[src/rtl/tile_param_stream_parser_macros.svh]
// assertion macros for the tile parameter stream parser
// each macro takes a label, a clock, a reset, an enabling condition, a consequence and a message
`ifndef TILE_PARAM_STREAM_PARSER_MACROS_SVH
`define TILE_PARAM_STREAM_PARSER_MACROS_SVH

// consequence must hold in the same cycle
`define TPSP_ASSERT_NOW(label, clk, rst_n, ante, cons, msg) \
    label: assert property (@(posedge clk) disable iff (!rst_n) (ante) |-> (cons)) \
        else $error(msg);

// consequence must hold in the next cycle
`define TPSP_ASSERT_NEXT(label, clk, rst_n, ante, cons, msg) \
    label: assert property (@(posedge clk) disable iff (!rst_n) (ante) |=> (cons)) \
        else $error(msg);

`endif

[src/rtl/tpsp_pkg.sv]
// ----------------------------------------------------------------------------
// tpsp_pkg
// types, codes and decode functions of the tile parameter stream parser
// ----------------------------------------------------------------------------
`default_nettype none

package tpsp_pkg;

    // operation codes of an input item
    localparam logic OP_LIST_INIT = 1'b0;
    localparam logic OP_CHUNK     = 1'b1;

    // parameter kinds
    localparam logic [2:0] PARA_END_LIST  = 3'd0;
    localparam logic [2:0] PARA_TILE_CLIP = 3'd1;
    localparam logic [2:0] PARA_LIST_SET  = 3'd2;
    localparam logic [2:0] PARA_POLYGON   = 3'd4;
    localparam logic [2:0] PARA_SPRITE    = 3'd5;
    localparam logic [2:0] PARA_VERTEX    = 3'd7;

    // list kinds
    localparam logic [2:0] LIST_OPAQUE_MODVOL = 3'd1;
    localparam logic [2:0] LIST_TRANS_MODVOL  = 3'd3;
    localparam logic [2:0] LIST_NONE          = 3'd5;

    // vertex and polygon codes with a special meaning
    localparam logic [4:0] VERT_NONE   = 5'd18;
    localparam logic [4:0] MODVOL_VERT = 5'd17;
    localparam logic [2:0] MODVOL_POLY = 3'd6;

    // decoded control word of a command header
    typedef struct packed {
        logic       short_uv;
        logic       offset_colour;
        logic       textured;
        logic [1:0] colour_kind;
        logic       volume_bit;
        logic [2:0] list_kind;
        logic [2:0] para_kind;
    } hdr_t;

    // one result item
    typedef struct packed {
        logic       command_done;
        logic       command_long;
        logic [2:0] poly_kind;
        logic [4:0] vertex_kind;
        logic [2:0] open_list;
        logic       list_end_irq;
        logic [2:0] ended_list;
        logic       unsupported_cmd;
    } res_t;

    function automatic logic is_modvol(input logic [2:0] list);
        return (list == LIST_OPAQUE_MODVOL) || (list == LIST_TRANS_MODVOL);
    endfunction

    // polygon type from a header
    function automatic logic [2:0] poly_of(input hdr_t h);
        logic [2:0] p;
        p = 3'd0;
        if (is_modvol(h.list_kind))
            p = MODVOL_POLY;
        else if (h.para_kind == PARA_SPRITE)
            p = 3'd5;
        else if (h.volume_bit && (h.colour_kind == 2'd0 || h.colour_kind == 2'd3))
            p = 3'd3;
        else if (h.volume_bit && h.colour_kind == 2'd2)
            p = 3'd4;
        else if (h.colour_kind == 2'd2)
            p = (h.textured && h.offset_colour) ? 3'd2 : 3'd1;
        return p;
    endfunction

    // vertex type from a header
    function automatic logic [4:0] vert_of(input hdr_t h);
        logic [4:0] v;
        logic       col_hi;
        col_hi = h.colour_kind[1];
        if (is_modvol(h.list_kind))
            v = MODVOL_VERT;
        else if (h.para_kind == PARA_SPRITE)
            v = h.textured ? 5'd16 : 5'd15;
        else if (h.volume_bit && h.textured && h.colour_kind == 2'd0)
            v = h.short_uv ? 5'd12 : 5'd11;
        else if (h.volume_bit && h.textured && col_hi)
            v = h.short_uv ? 5'd14 : 5'd13;
        else if (h.volume_bit && h.colour_kind == 2'd0)
            v = 5'd9;
        else if (h.volume_bit && col_hi)
            v = 5'd10;
        else if (h.textured && h.colour_kind == 2'd0)
            v = h.short_uv ? 5'd4 : 5'd3;
        else if (h.textured && h.colour_kind == 2'd1)
            v = h.short_uv ? 5'd6 : 5'd5;
        else if (h.textured)
            v = h.short_uv ? 5'd8 : 5'd7;
        else
            v = col_hi ? 5'd2 : {3'd0, h.colour_kind};
        return v;
    endfunction

    // command takes 64 bytes
    function automatic logic is_long(input logic [2:0] para, input logic [2:0] poly,
                                     input logic [4:0] vtx);
        logic l;
        l = 1'b0;
        if (para == PARA_POLYGON)
            l = !(poly == 3'd0 || poly == 3'd1 || poly == 3'd3);
        else if (para == PARA_VERTEX)
            l = !(vtx <= 5'd4 || (vtx >= 5'd7 && vtx <= 5'd10));
        return l;
    endfunction

endpackage

`default_nettype wire

[src/rtl/tile_param_stream_parser.sv]
// an accepted item waits in the input register and is decoded into the result register once
// that register is free, that is empty or being read
// throughput: one item per cycle unless out_stall holds a result, set by the single decode pass
// an item is still taken into the input register while a result waits, if that register is empty
// reset: asynchronous, active low; clears the valid flags of both stages, the held header and
// pending flag, and sets the open list and vertex type to none
// ----------------------------------------------------------------------------
// tile_param_stream_parser
// parses 32-byte parameter chunks into commands, tracks open list and vertex type
// ----------------------------------------------------------------------------
`default_nettype none

`include "tile_param_stream_parser_macros.svh"

module tile_param_stream_parser (
    input  wire logic       clk,
    input  wire logic       rst_n,
    // input channel
    input  wire logic       in_valid,
    output logic            in_stall,
    input  wire logic       operation,
    input  wire logic [2:0] para_kind,
    input  wire logic [2:0] list_kind,
    input  wire logic       volume_bit,
    input  wire logic [1:0] colour_kind,
    input  wire logic       textured,
    input  wire logic       offset_colour,
    input  wire logic       short_uv,
    // result channel
    output logic            out_valid,
    input  wire logic       out_stall,
    output logic            command_done,
    output logic            command_long,
    output logic [2:0]      poly_kind,
    output logic [4:0]      vertex_kind,
    output logic [2:0]      open_list,
    output logic            list_end_irq,
    output logic [2:0]      ended_list,
    output logic            unsupported_cmd
);

    import tpsp_pkg::*;

    // input stage
    logic s1_valid_reg;
    logic s1_op_reg;
    hdr_t s1_hdr_reg;

    // result stage
    logic out_valid_reg;
    res_t res_reg;

    // parse state
    logic       half_pending_reg, half_pending_next;
    hdr_t       held_header_reg, held_header_next;
    logic [2:0] current_list_reg, current_list_next;
    logic [4:0] current_vertex_reg, current_vertex_next;

    res_t       res_next;
    logic       s2_free;
    logic       s1_fire;
    logic       in_fire;
    hdr_t       hdr;
    logic [2:0] poly;
    logic [4:0] vtx;
    logic       cmd_long;

    // stage handshakes
    assign s2_free  = !out_valid_reg || !out_stall;
    assign s1_fire  = s1_valid_reg && s2_free;
    assign in_stall = s1_valid_reg && !s2_free;
    assign in_fire  = in_valid && !in_stall;

    // decode of the active header
    assign hdr      = half_pending_reg ? held_header_reg : s1_hdr_reg;
    assign poly     = poly_of(hdr);
    assign vtx      = vert_of(hdr);
    assign cmd_long = is_long(hdr.para_kind, poly, current_vertex_reg);

    // next parse state and result
    always_comb
    begin
        half_pending_next   = half_pending_reg;
        held_header_next    = held_header_reg;
        current_list_next   = current_list_reg;
        current_vertex_next = current_vertex_reg;
        res_next            = '0;

        if (s1_op_reg == OP_LIST_INIT)
        begin
            half_pending_next   = 1'b0;
            held_header_next    = '0;
            current_list_next   = LIST_NONE;
            current_vertex_next = VERT_NONE;
        end
        else if (!half_pending_reg && cmd_long)
        begin
            half_pending_next = 1'b1;
            held_header_next  = hdr;
        end
        else
        begin
            half_pending_next     = 1'b0;
            held_header_next      = '0;
            res_next.command_done = 1'b1;
            res_next.command_long = half_pending_reg;
            case (hdr.para_kind)
                PARA_END_LIST:
                begin
                    if (current_list_reg < LIST_NONE)
                    begin
                        res_next.list_end_irq = 1'b1;
                        res_next.ended_list   = current_list_reg;
                    end
                    current_list_next   = LIST_NONE;
                    current_vertex_next = VERT_NONE;
                end
                PARA_LIST_SET:
                begin
                    res_next.unsupported_cmd = 1'b1;
                end
                PARA_POLYGON, PARA_SPRITE:
                begin
                    current_vertex_next = vtx;
                    res_next.poly_kind  = poly;
                end
                default:
                begin
                end
            endcase
            // list-opening commands take the list only when none is open
            if ((hdr.para_kind == PARA_LIST_SET || hdr.para_kind == PARA_POLYGON ||
                 hdr.para_kind == PARA_SPRITE) && current_list_reg == LIST_NONE)
                current_list_next = hdr.list_kind;
        end
        res_next.vertex_kind = current_vertex_next;
        res_next.open_list   = current_list_next;
    end

    // control registers
    always_ff @(posedge clk or negedge rst_n)
    begin
        if (!rst_n)
        begin
            s1_valid_reg       <= 1'b0;
            out_valid_reg      <= 1'b0;
            half_pending_reg   <= 1'b0;
            held_header_reg    <= '0;
            current_list_reg   <= LIST_NONE;
            current_vertex_reg <= VERT_NONE;
        end
        else
        begin
            if (in_fire)
                s1_valid_reg <= 1'b1;
            else if (s1_fire)
                s1_valid_reg <= 1'b0;

            if (s1_fire)
                out_valid_reg <= 1'b1;
            else if (!out_stall)
                out_valid_reg <= 1'b0;

            if (s1_fire)
            begin
                half_pending_reg   <= half_pending_next;
                held_header_reg    <= held_header_next;
                current_list_reg   <= current_list_next;
                current_vertex_reg <= current_vertex_next;
            end
        end
    end

    // payload registers
    always_ff @(posedge clk)
    begin
        if (in_fire)
        begin
            s1_op_reg  <= operation;
            s1_hdr_reg <= '{short_uv:      short_uv,
                            offset_colour: offset_colour,
                            textured:      textured,
                            colour_kind:   colour_kind,
                            volume_bit:    volume_bit,
                            list_kind:     list_kind,
                            para_kind:     para_kind};
        end
        if (s1_fire)
            res_reg <= res_next;
    end

    // result ports
    assign out_valid       = out_valid_reg;
    assign command_done    = res_reg.command_done;
    assign command_long    = res_reg.command_long;
    assign poly_kind       = res_reg.poly_kind;
    assign vertex_kind     = res_reg.vertex_kind;
    assign open_list       = res_reg.open_list;
    assign list_end_irq    = res_reg.list_end_irq;
    assign ended_list      = res_reg.ended_list;
    assign unsupported_cmd = res_reg.unsupported_cmd;

    // checks
    `TPSP_ASSERT_NEXT(a_second_half_completes, clk, rst_n,
        s1_fire && s1_op_reg == OP_CHUNK && half_pending_reg,
        out_valid && command_done && command_long, "second half did not complete command")
    `TPSP_ASSERT_NOW(a_long_implies_done, clk, rst_n,
        out_valid && command_long, command_done, "long flag without completed command")
    `TPSP_ASSERT_NOW(a_irq_clears_state, clk, rst_n,
        out_valid && list_end_irq,
        command_done && open_list == LIST_NONE && vertex_kind == VERT_NONE,
        "end-of-list interrupt without cleared list state")
    `TPSP_ASSERT_NOW(a_unsupported_is_short, clk, rst_n,
        out_valid && unsupported_cmd, command_done && !command_long && poly_kind == 3'd0,
        "list set reported as long or with polygon type")
    `TPSP_ASSERT_NOW(a_held_clear_when_idle, clk, rst_n,
        !half_pending_reg, held_header_reg == '0, "held header not cleared")

endmodule

`default_nettype wire

[config.mk]
export PLATFORM = sky130hd
export DESIGN_NAME = tile_param_stream_parser
export DESIGN_NICKNAME = d
export VERILOG_FILES = /design/src/rtl/tpsp_pkg.sv /design/src/rtl/tile_param_stream_parser.sv
export VERILOG_INCLUDE_DIRS = /design/src /design/src/rtl
export SDC_FILE = /design/constraint.sdc
export NUM_CORES = 1
export LEC_CHECK = 0
export BUFFER_PORTS_ARGS = -buffer_cell sky130_fd_sc_hd__buf_2
export CORE_ASPECT_RATIO = 0.7
export CORE_MARGIN = 1
export CORE_UTILIZATION = 52
export DETAILED_ROUTE_END_ITERATION = 8
export GPL_TIMING_DRIVEN = 0
export MAX_ROUTING_LAYER = met4
export PLACE_DENSITY_LB_ADDON = 0.12
export SLEW_MARGIN = 15
export SYNTH_ARGS = -nofsm -noshare
export SYNTH_HDL_FRONTEND = slang
export SYNTH_SLANG_ARGS = --single-unit
[constraint.sdc]
create_clock -name clk -period 3.1 [get_ports clk]
set_input_delay 0.31 -clock clk [delete_from_list [all_inputs] [get_ports clk]]
set_output_delay 0.31 -clock clk [all_outputs]
set_load 0.05 [all_outputs]
# Yosys cells after proc, flatten, opt, wreduce, memory -nomap -nowiden

Cells that the tools add are included.

Bits in registers: 54
Latch bits: 0
Memory bits (writable): 0
ROM bits: 0
Input bits: 17
Output and inout port bits: 20
Logic and storage cells: 133
Memories kept: 0

Add/subtract/negate cells: 0
$mul: 0
Div/mod/pow operators: 0
Order comparisons: 4
Equal/unequal tests: 13
Shifts and indexed selects: 0
Muxes and demuxes: 44
Bitwise operators: 4
Reductions and logical operators: 40

Operator list:

| operator                                                                             | number |
|---|---|
| 12-bit two-way mux                                                                   | 3 |
| 4-bit two-way mux                                                                    | 9 |
| 3-bit two-way mux                                                                    | 11 |
| 5-bit two-way mux                                                                    | 6 |
| 1-bit logical AND                                                                    | 16 |
| 3-bit equality test (second input constant)                                          | 4 |
| 2-bit two-way mux                                                                    | 5 |
| 5-bit case mux with 2 select lines                                                   | 1 |
| 3-bit by 2-bit equality test with 1-bit output (second input constant)               | 3 |
| 1-bit two-way mux                                                                    | 9 |
| 1-bit logical OR                                                                     | 8 |
| 1-bit logical NOT                                                                    | 7 |
| 3-bit by 1-bit equality test with 1-bit output (second input constant)               | 2 |
| 3-bit logical NOT                                                                    | 2 |
| 3-bit OR reduction                                                                   | 2 |
| 5-bit by 3-bit greater-or-equal comparator with 1-bit output (second input constant) | 1 |
| 5-bit by 3-bit <= comparator with 1-bit output (second input constant)               | 1 |
| 5-bit by 4-bit <= comparator with 1-bit output (second input constant)               | 1 |
| 2-bit equality test (second input constant)                                          | 2 |
| 1-bit NOT                                                                            | 4 |
| 2-bit OR reduction                                                                   | 2 |
| 4-bit OR reduction                                                                   | 1 |
| 3-bit < comparator (second input constant)                                           | 1 |
| 2-bit by 1-bit equality test with 1-bit output (second input constant)               | 1 |
| other kinds (3)                                                                      | 3 |

# Depth between registers and ports, before layout

Gate-level depths: netlist (run 1).

Depth in word-level cells: 16
Gate-level depth with buffers: 13
Gate-level depth less buffers: 10

# Worst setup path after synthesis (run 1)

No wires, ideal clock.

Path kind: reg-to-reg
From: register half_pending_reg
To: register res_reg (netlist bit vertex_kind[1]), data pin
Setup time: 0.264 ns
Arrival: 2.640 ns
Data required time: 2.836 ns
Path slack: 0.195 ns
Stages on the path, launching flop included: 13
Buffers on the path: 4
Clock period less this slack: 2.905 ns
Path through: dfrtp_1 > buf_6 > buf_6 > buf_2 > mux2i_1 > ha_1 > inv_1 > nor3_1 > a2111oi_4 > or3_4 > buf_6 > nor3b_2 > a21oi_1

Cells in the longest elaborated chain, start to end: 16
Elaborated cells between the ends (all ways): 59

RTL lines:

| item                                                                                | RTL line                        | source |
|---|---|---|
| start: declaration                                                                  | tile_param_stream_parser.sv:54  | `logic half_pending_reg, half_pending_next;` |
| start signal: assignment                                                            | tile_param_stream_parser.sv:166 | `half_pending_reg <= half_pending_next;` |
| 12-bit two-way mux                                                                  | tile_param_stream_parser.sv:75  | `assign hdr = half_pending_reg ? held_header_reg : s1_hdr_reg;` |
| 1-bit logical AND                                                                   | tpsp_pkg.sv:71                  | `p = (h.textured && h.offset_colour) ? 3'd2 : 3'd1;` |
| 2-bit two-way mux                                                                   | tpsp_pkg.sv:71                  |  |
| 2-bit two-way mux                                                                   | tpsp_pkg.sv:70                  | `else if (h.colour_kind == 2'd2)` |
| 3-bit two-way mux                                                                   | tpsp_pkg.sv:68                  | `else if (h.volume_bit && h.colour_kind == 2'd2)` |
| 3-bit two-way mux                                                                   | tpsp_pkg.sv:66                  | `else if (h.volume_bit && (h.colour_kind == 2'd0 \|\| h.colour_kind == 2'd3))` |
| 3-bit two-way mux                                                                   | tpsp_pkg.sv:64                  | `else if (h.para_kind == PARA_SPRITE)` |
| 3-bit two-way mux                                                                   | tpsp_pkg.sv:62                  | `if (is_modvol(h.list_kind))` |
| 3-bit by 1-bit equality test with 1-bit output or 3-bit logical NOT (tied branches) | tpsp_pkg.sv:109                 | `l = !(poly == 3'd0 \|\| poly == 3'd1 \|\| poly == 3'd3);` |
| 1-bit logical OR (2 in series)                                                      | tpsp_pkg.sv:109                 |  |
| 1-bit logical NOT                                                                   | tpsp_pkg.sv:109                 |  |
| 1-bit two-way mux                                                                   | tpsp_pkg.sv:108                 | `if (para == PARA_POLYGON)` |
| 1-bit logical AND                                                                   | tile_param_stream_parser.sv:96  | `else if (!half_pending_reg && cmd_long)` |
| 5-bit two-way mux *                                                                 | tile_param_stream_parser.sv:96  |  |
| 5-bit two-way mux *                                                                 | tile_param_stream_parser.sv:89  | `if (s1_op_reg == OP_LIST_INIT)` |
| via current_vertex_next[1]                                                          | tile_param_stream_parser.sv:57  | `logic [4:0] current_vertex_reg, current_vertex_next;` |
| end signal: assignment                                                              | tile_param_stream_parser.sv:189 | `res_reg <= res_next;` |
| end: declaration                                                                    | tile_param_stream_parser.sv:51  | `res_t res_reg;` |

The timed path passes the listed nets; every way through them passes the cells marked *.
A chain may end at the register's enable or synchronous reset.

# Worst setup path after layout (run 1)

From: register half_pending_reg
To: register res_reg (netlist bit poly_kind[0]), data pin

Cells in the longest elaborated chain, start to end: 15
Elaborated cells between the ends (all ways): 33

RTL lines:

| item                                                                                | RTL line |
|---|---|
| 12-bit two-way mux                                                                  | tile_param_stream_parser.sv:75 |
| 1-bit logical AND                                                                   | tpsp_pkg.sv:71 |
| 2-bit two-way mux                                                                   | tpsp_pkg.sv:71 |
| 2-bit two-way mux                                                                   | tpsp_pkg.sv:70 |
| 3-bit two-way mux                                                                   | tpsp_pkg.sv:68 |
| 3-bit two-way mux                                                                   | tpsp_pkg.sv:66 |
| 3-bit two-way mux                                                                   | tpsp_pkg.sv:64 |
| 3-bit two-way mux                                                                   | tpsp_pkg.sv:62 |
| 3-bit by 1-bit equality test with 1-bit output or 3-bit logical NOT (tied branches) | tpsp_pkg.sv:109 |
| 1-bit logical OR (2 in series)                                                      | tpsp_pkg.sv:109 |
| 1-bit logical NOT                                                                   | tpsp_pkg.sv:109 |
| 1-bit two-way mux                                                                   | tpsp_pkg.sv:108 |
| 1-bit logical AND                                                                   | tile_param_stream_parser.sv:96 |
| 3-bit OR reduction (no source line)                                                 | -- |

Several ways; a longest one is shown, not always the timed one.

==> summary.md, run 1 <==
| Metric | Value |
|---|---|
| Post-synth ARST share | 42.6% |
| Hold slack | 0.165 ns |
| Post-route ant nets | 0 |
| Row count | 22 |
| CP Capture Type | flip-flop |
| Slew @ Worst Pin | 0.816 ns |
| PortBufs | 36 |
| Ports | 37 |
| Final min period | 2.98 ns |
| TritonCTS clock tree | done |
| Status | completed |
| DIE AREA | 0.00579 mm2 |
| Clk Tree Root Cell | clkbuf_8 |
| Post-layout util | 62.0% |
| Worst path required time | 3.24 ns |
| Post-synthesis cell count | 253 |
| Mapped cell area | 0.00285 mm2 |
| TritonCTS Sinks | 54 |
| Vias/cell | 5.88 |
| Fillcell total | 433 |
| Setup violators final | 0 |
| NumNets Final | 316 |
| Fin cells | 369 |
| Kind of critical path | flip-flop to flip-flop |
| Cells along the critical path | buf_6, buf_6, mux2i_4, inv_1, ha_1, inv_1, a211oi_4, a2111oi_4, or3_4, buf_6, nand3_4, a311oi_2 |
| Tcrit/Tclk final | 96.1% |
| Pleak | 0.00126 uW |
| Max cap viols | 0 |
| Antenna diode count | 0 |
| Starting Density | 54.2% |
| Hpwl dp | 4.49 mm |
| Pre-CTS WS | -0.274 ns |
| Peak supply drop | 323 uV |
| Slack of the critical path | 0.120 ns |
| Core Region | 0.00526 mm2 |
| Crit path top cell by count | buf_6 |
| Syn_area_per_cell | 11.3 um2 |
| Htree depth | 2 |
| Final Hold Vio Count | 0 |
| Final clock skew | 0.00732 ns |
| GRT Overall Usage | 23.7% |
| Reg area | 0.00151 mm2 |
| Max Fclk | 0.336 GHz |
| GPL Wtd Cong | 0.887 |
| # Post-CTS Setup Buffers | 0 |
| Hold Crit Class | input pin to flip-flop |
| Vias | 2169 |
| First-pass GRT wire length | 10.1 mm |
| TritonRoute pass-1 iters | 4 |
| EDFF count, synth | 31 |
| Pin count of the biggest net entering global routing | 24 |
| Max Transition Viols Final | 0 |
| GRT overflow | 0 |
| Routed wire length | 6.13 mm |
| Height of the die | 63.9 um |
| CTS Buf Count | 5 |
| Multi-input gate area | 0.00124 mm2 |
| Data arrival, critical path | 3.12 ns |
| Die width | 90.5 um |
| DP Area | 0.00312 mm2 |
| Power density over cell area | 555 mW/mm2 |
| Rel. slew slack | 45.5% |
| DR DRC count | 0 |
| Hold Path Depth | 1 |
| Syn Nets | 273 |
| Vias in the first global route | 2007 |
| Wire length per cell | 16.6 um |
| Initial antenna violation count | 0 |
| Startpoint Class | flip-flop |
| R2R cell count | 12 |
| Reg clk slew, reported paths | 0.10 ns |
| Critical Path Slowest Stage Cell | dfrtp_1 |
| Main synth FF type | edfxtp_1 |
| Share of cells above drive strength 1 | 25.9% |
| Cell total after placement | 361 |
| Critical path's largest stage delay | 0.40 ns |
| Netlist cell types | 62 |
| Sequential share of the synthesized area | 53.0% |
| Area delta synth->final | 14.4% |
| Skew-Pair Late Insertion Delay | 0.31 ns |
| Worst-case clock buffer depth | 2 |
| Design Area, Final | 0.00326 mm2 |
| Register bit total from synthesis | 54 |
| Initial DRC Count | 142 |
| Yosys warns | 0 |
| CP max FO | 19 |
## kinds of logic after synthesis
| group | Yosys count | share of synthesized area, % |
|---|---|---|
| simple gates | 89 | 16.9 |
| compound gates | 70 | 20.1 |
| flops | 54 | 53.0 |
| buf+inv | 25 | 4.26 |
| mux | 11 | 4.08 |
| fa+ha+maj | 3 | 1.32 |
| xor+xnor | 1 | 0.307 |
## path summary, 6_finish.rpt
check | start | endpoint | slack, ns
max in group asynchronous | rst_n | held_header_reg[0] | 2.19
worst min-delay path | colour_kind[1] | s1_hdr_reg[8] | 0.16
worst max-delay path | half_pending_reg | poly_kind[0] | 0.12
worst min register to register | held_header_reg[3] | held_header_reg[3] | 0.50
min in group asynchronous | rst_n | held_header_reg[7] | 0.52
worst max register to register | half_pending_reg | poly_kind[0] | 0.12
## Yosys cell counts (all sizes together), types with 3 or more instances
| cell | n | area share, % |
|---|---|---|
| mux2i | 9 | 3.3 |
| and2 | 5 | 1.1 |
| nor2 | 20 | 2.6 |
| nand4 | 3 | 0.66 |
| o32ai | 3 | 0.92 |
| a2111oi | 3 | 1.8 |
| clkbuf | 4 | 0.53 |
| nor3 | 6 | 1.2 |
| buf | 7 | 1.9 |
| a21boi | 3 | 0.79 |
| a21oi | 10 | 1.8 |
| o211ai | 5 | 1.3 |
| nand3 | 6 | 1.9 |
| or3 | 3 | 0.83 |
| o31ai | 11 | 2.9 |
| nand2 | 28 | 3.8 |
| ha | 3 | 1.3 |
| dfrtp | 19 | 17 |
| nand2b | 9 | 2.2 |
| dfstp | 4 | 3.7 |
| inv | 14 | 1.8 |
| edfxtp | 31 | 33 |
| o21ai | 12 | 2.1 |
## per-stage QoR
| stage | TNS, ns | total power, uW |
|---|---|---|
| 3_5_place_dp | -3.40 | 1360 |
| 5_1_grt | -0.00405 | 1900 |
| 4_1_cts | 0 | 1810 |
| 2_1_floorplan | 0 | 1250 |
| 6_report | 0 | 1810 |
| 3_3_place_gp | -2.14 | 1350 |
## worst max-delay path: cells and delay by family, from the launching register on
kind / cells / cell delay, ns
and+or+nand+nor: 2 / 0.32
muxes: 1 / 0.34
buffers and inverters: 5 / 0.82
AOI/OAI and AO/OA: 3 / 0.68
adders and majority gates: 1 / 0.22
DFF: 1 / 0.40
## layout by cell type (no fill, tap or decap), types with 7 or more instances in the layout
cell / instances
a21oi_1: 10
buf_2: 39
dfrtp_1: 19
edfxtp_1: 31
inv_1: 13
mux2i_1: 7
nand2_1: 27
nand2b_1: 8
nor2_1: 20
o21ai_0: 12
o31ai_1: 11
## metal layers
layer  up-vias  track usage (%)  share of wire (%)  wire (um)
met1      1043             34.5                 50       3080
met5         -                -                  0          0
met2        78             32.9                 42       2600
met4         0             9.27                1.9        114
met3        16             4.29                5.5        335
li1       1032                -                  -          -
## power breakdown
| group | internal, uW | switching, uW | total [uW] |
|---|---|---|---|
| clock | 210 | 235 | 445 |
| combinational | 155 | 305 | 460 |
| sequential | 845 | 59.1 | 904 |
## cell type report
cell class,count,share of cell area [%]
well taps,72,2.76
clock inverters,2,0.422
flip-flops and latches,54,46.4
multi-input cells,174,38.2
clock buffers,6,2.88
plain buffers,10,1.96
inverters,14,1.61
repair buffers,37,5.83
## repair_timing
action,CTS,global route
gates resized for setup,3,1
endpoints found under the setup margin,30,14
hold endpoints to repair,2,0
hold buffers,1,0
Note: power is estimated with default switching activity, not from simulation.
==> run 2: changes to the inputs <==
--- a/config.mk
+++ b/config.mk
@@ -13,7 +13,7 @@
 export DETAILED_ROUTE_END_ITERATION = 8
 export GPL_TIMING_DRIVEN = 0
 export MAX_ROUTING_LAYER = met4
-export PLACE_DENSITY_LB_ADDON = 0.12
+export PLACE_DENSITY = 0.87
 export SLEW_MARGIN = 15
 export SYNTH_ARGS = -nofsm -noshare
 export SYNTH_HDL_FRONTEND = slang
==> summary.md, run 2 (synthesized netlist as in run 1, its figures left out) <==
| Metric | Value |
|---|---|
| Status | finished, violations left |
| Failing checks | DRC |
| Flop pwr share | 48.9% (-1.1 points) |
| Starting Density | 54.2% (unchanged) |
| Die width | 90.5 um (unchanged) |
| P_sw | 603 uW (+0.53%) |
| CP Capture Type | flip-flop |
| PortBufs | 36 (unchanged) |
| Startpoint Class | flip-flop |
| First-pass GRT wire length | 10.4 mm (+2.3%) |
| Fin cells | 371 (+0.54%) |
| Data arrival, critical path | 3.09 ns (-0.03 ns) |
| Tcrit/Tclk final | 95.6% (-0.47 points) |
| Crit path buf inv count | 5 (unchanged) |
| Initial antenna violation count | 0 (unchanged) |
| Ports | 37 (unchanged) |
| Rel. slew slack | 46.8% (+1.2 points) |
| Int Power | 1240 uW (+2.8%) |
| Max Fclk | 0.337 GHz (+0.50%) |
| DIE AREA | 0.00579 mm2 (unchanged) |
| GRT overflow | 0 (unchanged) |
| R2R Setup Slk | 0.14 ns (about the same) |
| Htree depth | 2 (unchanged) |
| Share of cells above drive strength 1 | 26.1% (+0.16 points) |
| Antenna diode count | 0 (unchanged) |
| Clock network fraction of total power | 25.8% (+1.2 points) |
| Comb pwr share | 25.3% (about the same) |
| Pre-CTS WS | -0.171 ns (+0.103 ns) |
| Max cap viols | 0 (unchanged) |
| Row count | 22 (unchanged) |
| GRT Overall Usage | 23.5% (-0.16 points) |
| Vias | 2240 (+3.3%) |
| Area delta synth->final | 14.8% |
| Final Hold Vio Count | 0 (unchanged) |
| Top delay family on crit path | buffers and inverters |
| Setup violators final | 0 (unchanged) |
| TritonCTS clock tree | done |
| Worst-case clock buffer depth | 2 (unchanged) |
| Kind of critical path | flip-flop to flip-flop |
| Switching portion of total power | 32.6% (-0.50 points) |
| Worst path required time | 3.23 ns (about the same) |
| Routed wire length | 6.35 mm (+3.5%) |
| GPL Wtd Cong | 0.972 (+9.6%) |
| CTS Buf Count | 5 (unchanged) |
| Vias in the first global route | 2088 (+4.0%) |
| Slack of the critical path | 0.135 ns (+0.0147 ns) |
| TritonCTS Sinks | 54 (unchanged) |
| Cell total after placement | 361 (unchanged) |
| Wire length per cell | 17.1 um (+2.9%) |
| DP Area | 0.00312 mm2 (unchanged) |
| CP max FO | 19 (unchanged) |
| Slew @ Worst Pin | 0.797 ns (-0.0185 ns) |
| Power density over cell area | 564 mW/mm2 (+1.6%) |
| Pin count of the biggest net entering global routing | 24 (unchanged) |
| Height of the die | 63.9 um (unchanged) |
| Vias/cell | 6.04 (+2.7%) |
| Post-route ant nets | 0 (unchanged) |
| Max Transition Viols Final | 0 (unchanged) |
| Highest-count cells in the layout ignoring fill and taps | buf_2, edfxtp_1, nand2_1 |
| Hold Crit Class | input pin to flip-flop |
| Hpwl dp | 4.48 mm (-0.25%) |
| Critical path's largest stage delay | 0.40 ns (about the same) |
| TritonRoute pass-1 iters | 8 (+4) |
| Initial DRC Count | 191 (+35%) |
| Core Region | 0.00526 mm2 (unchanged) |
| DR DRC count | 1 (+1) |
| Cells along the critical path | buf_6, buf_8, mux2i_4, inv_1, ha_1, inv_1, a211oi_4, a2111oi_4, or3_4, buf_6, nand3_4, a311oi_2 |
| Commonest non-fill, non-tap cell in the layout | buf_2 |
| Hold slack | 0.164 ns (-0.00106 ns) |
| Peak supply drop | 331 uV (+2.6%) |
| TNS Setup | 0 ns (unchanged) |
| Critical Path Slowest Stage Cell | a2111oi_4 |
| Reg clk slew, reported paths | 0.10 ns (about the same) |
| NumNets Final | 318 (+0.63%) |
| Clk Tree Root Cell | clkbuf_8 |
| Final clock skew | 0.00936 ns (+0.00204 ns) |
| Pleak | 0.00127 uW (+0.84%) |
| Final min period | 2.96 ns (-0.0147 ns) |
| Skew-Pair Late Insertion Delay | 0.31 ns (about the same) |
| Design Area, Final | 0.00327 mm2 (+0.42%) |
## run 2: cell types whose count changed in the layout (fill, tap and decap cells not counted), sizes merged
cell	before	now
clkbuf	10	9
bufinv	0	1
buf	42	44
## run 2: routing by layer
layer	routed length (um)	global-route usage, %
met5	0	-
met3	474	4.29
met4	65	6.45
met2	2880	35.4
met1	2930	33.0
## run 2: final timing paths
check	start	to	cells after the start
hold reg to reg	held_header_reg[3]	held_header_reg[3]	2
setup / recovery	half_pending_reg	poly_kind[0]	12
max in group asynchronous	rst_n	held_header_reg[7]	2
min in group asynchronous	rst_n	held_header_reg[4]	2
setup reg to reg	half_pending_reg	poly_kind[0]	12
hold / removal	operation	s1_op_reg	1
## run 2: area by class of cell
| class | count | area [um2] |
|---|---|---|
| Multi-Input combinational cell | 174 | 1230 |
| Inverter | 14 | 52.6 |
| Tap cell | 72 | 90.1 |
| Clock inverter | 3 | 42.5 |
| Clock buffer | 5 | 68.8 |
| Fill cell | 423 | 1980 |
| Sequential cell | 54 | 1510 |
| Timing Repair Buffer | 39 | 205 |
| Buffer | 10 | 67.6 |
## run 2: what timing repair did
item                                    4_1_cts  5_1_grt
endpoints found under the hold margin         2        0
endpoints found under the setup margin       23       20
gates resized for setup                       2        2
cloned                                        0        0
hold buffers                                  1        0
setup buffers                                 0        2
pin swaps                                     0        0
## run 2: per-stage QoR
step / utilization, % / total power, uW
2_1_floorplan: - / 1250
3_3_place_gp: 59.4 / 1340
3_5_place_dp: 59.4 / 1360
4_1_cts: 61.7 / 1830
5_1_grt: 62.3 / 1920
6_report: 62.3 / 1850
## run 2: power groups by stage
stage               clock, uW  combinational, uW  sequential, uW
floorplan                   0                272             975
global route              507                502             912
finish                    476                466             904
CTS                       477                453             900
global placement            0                434             909
detailed placement          0                449             914
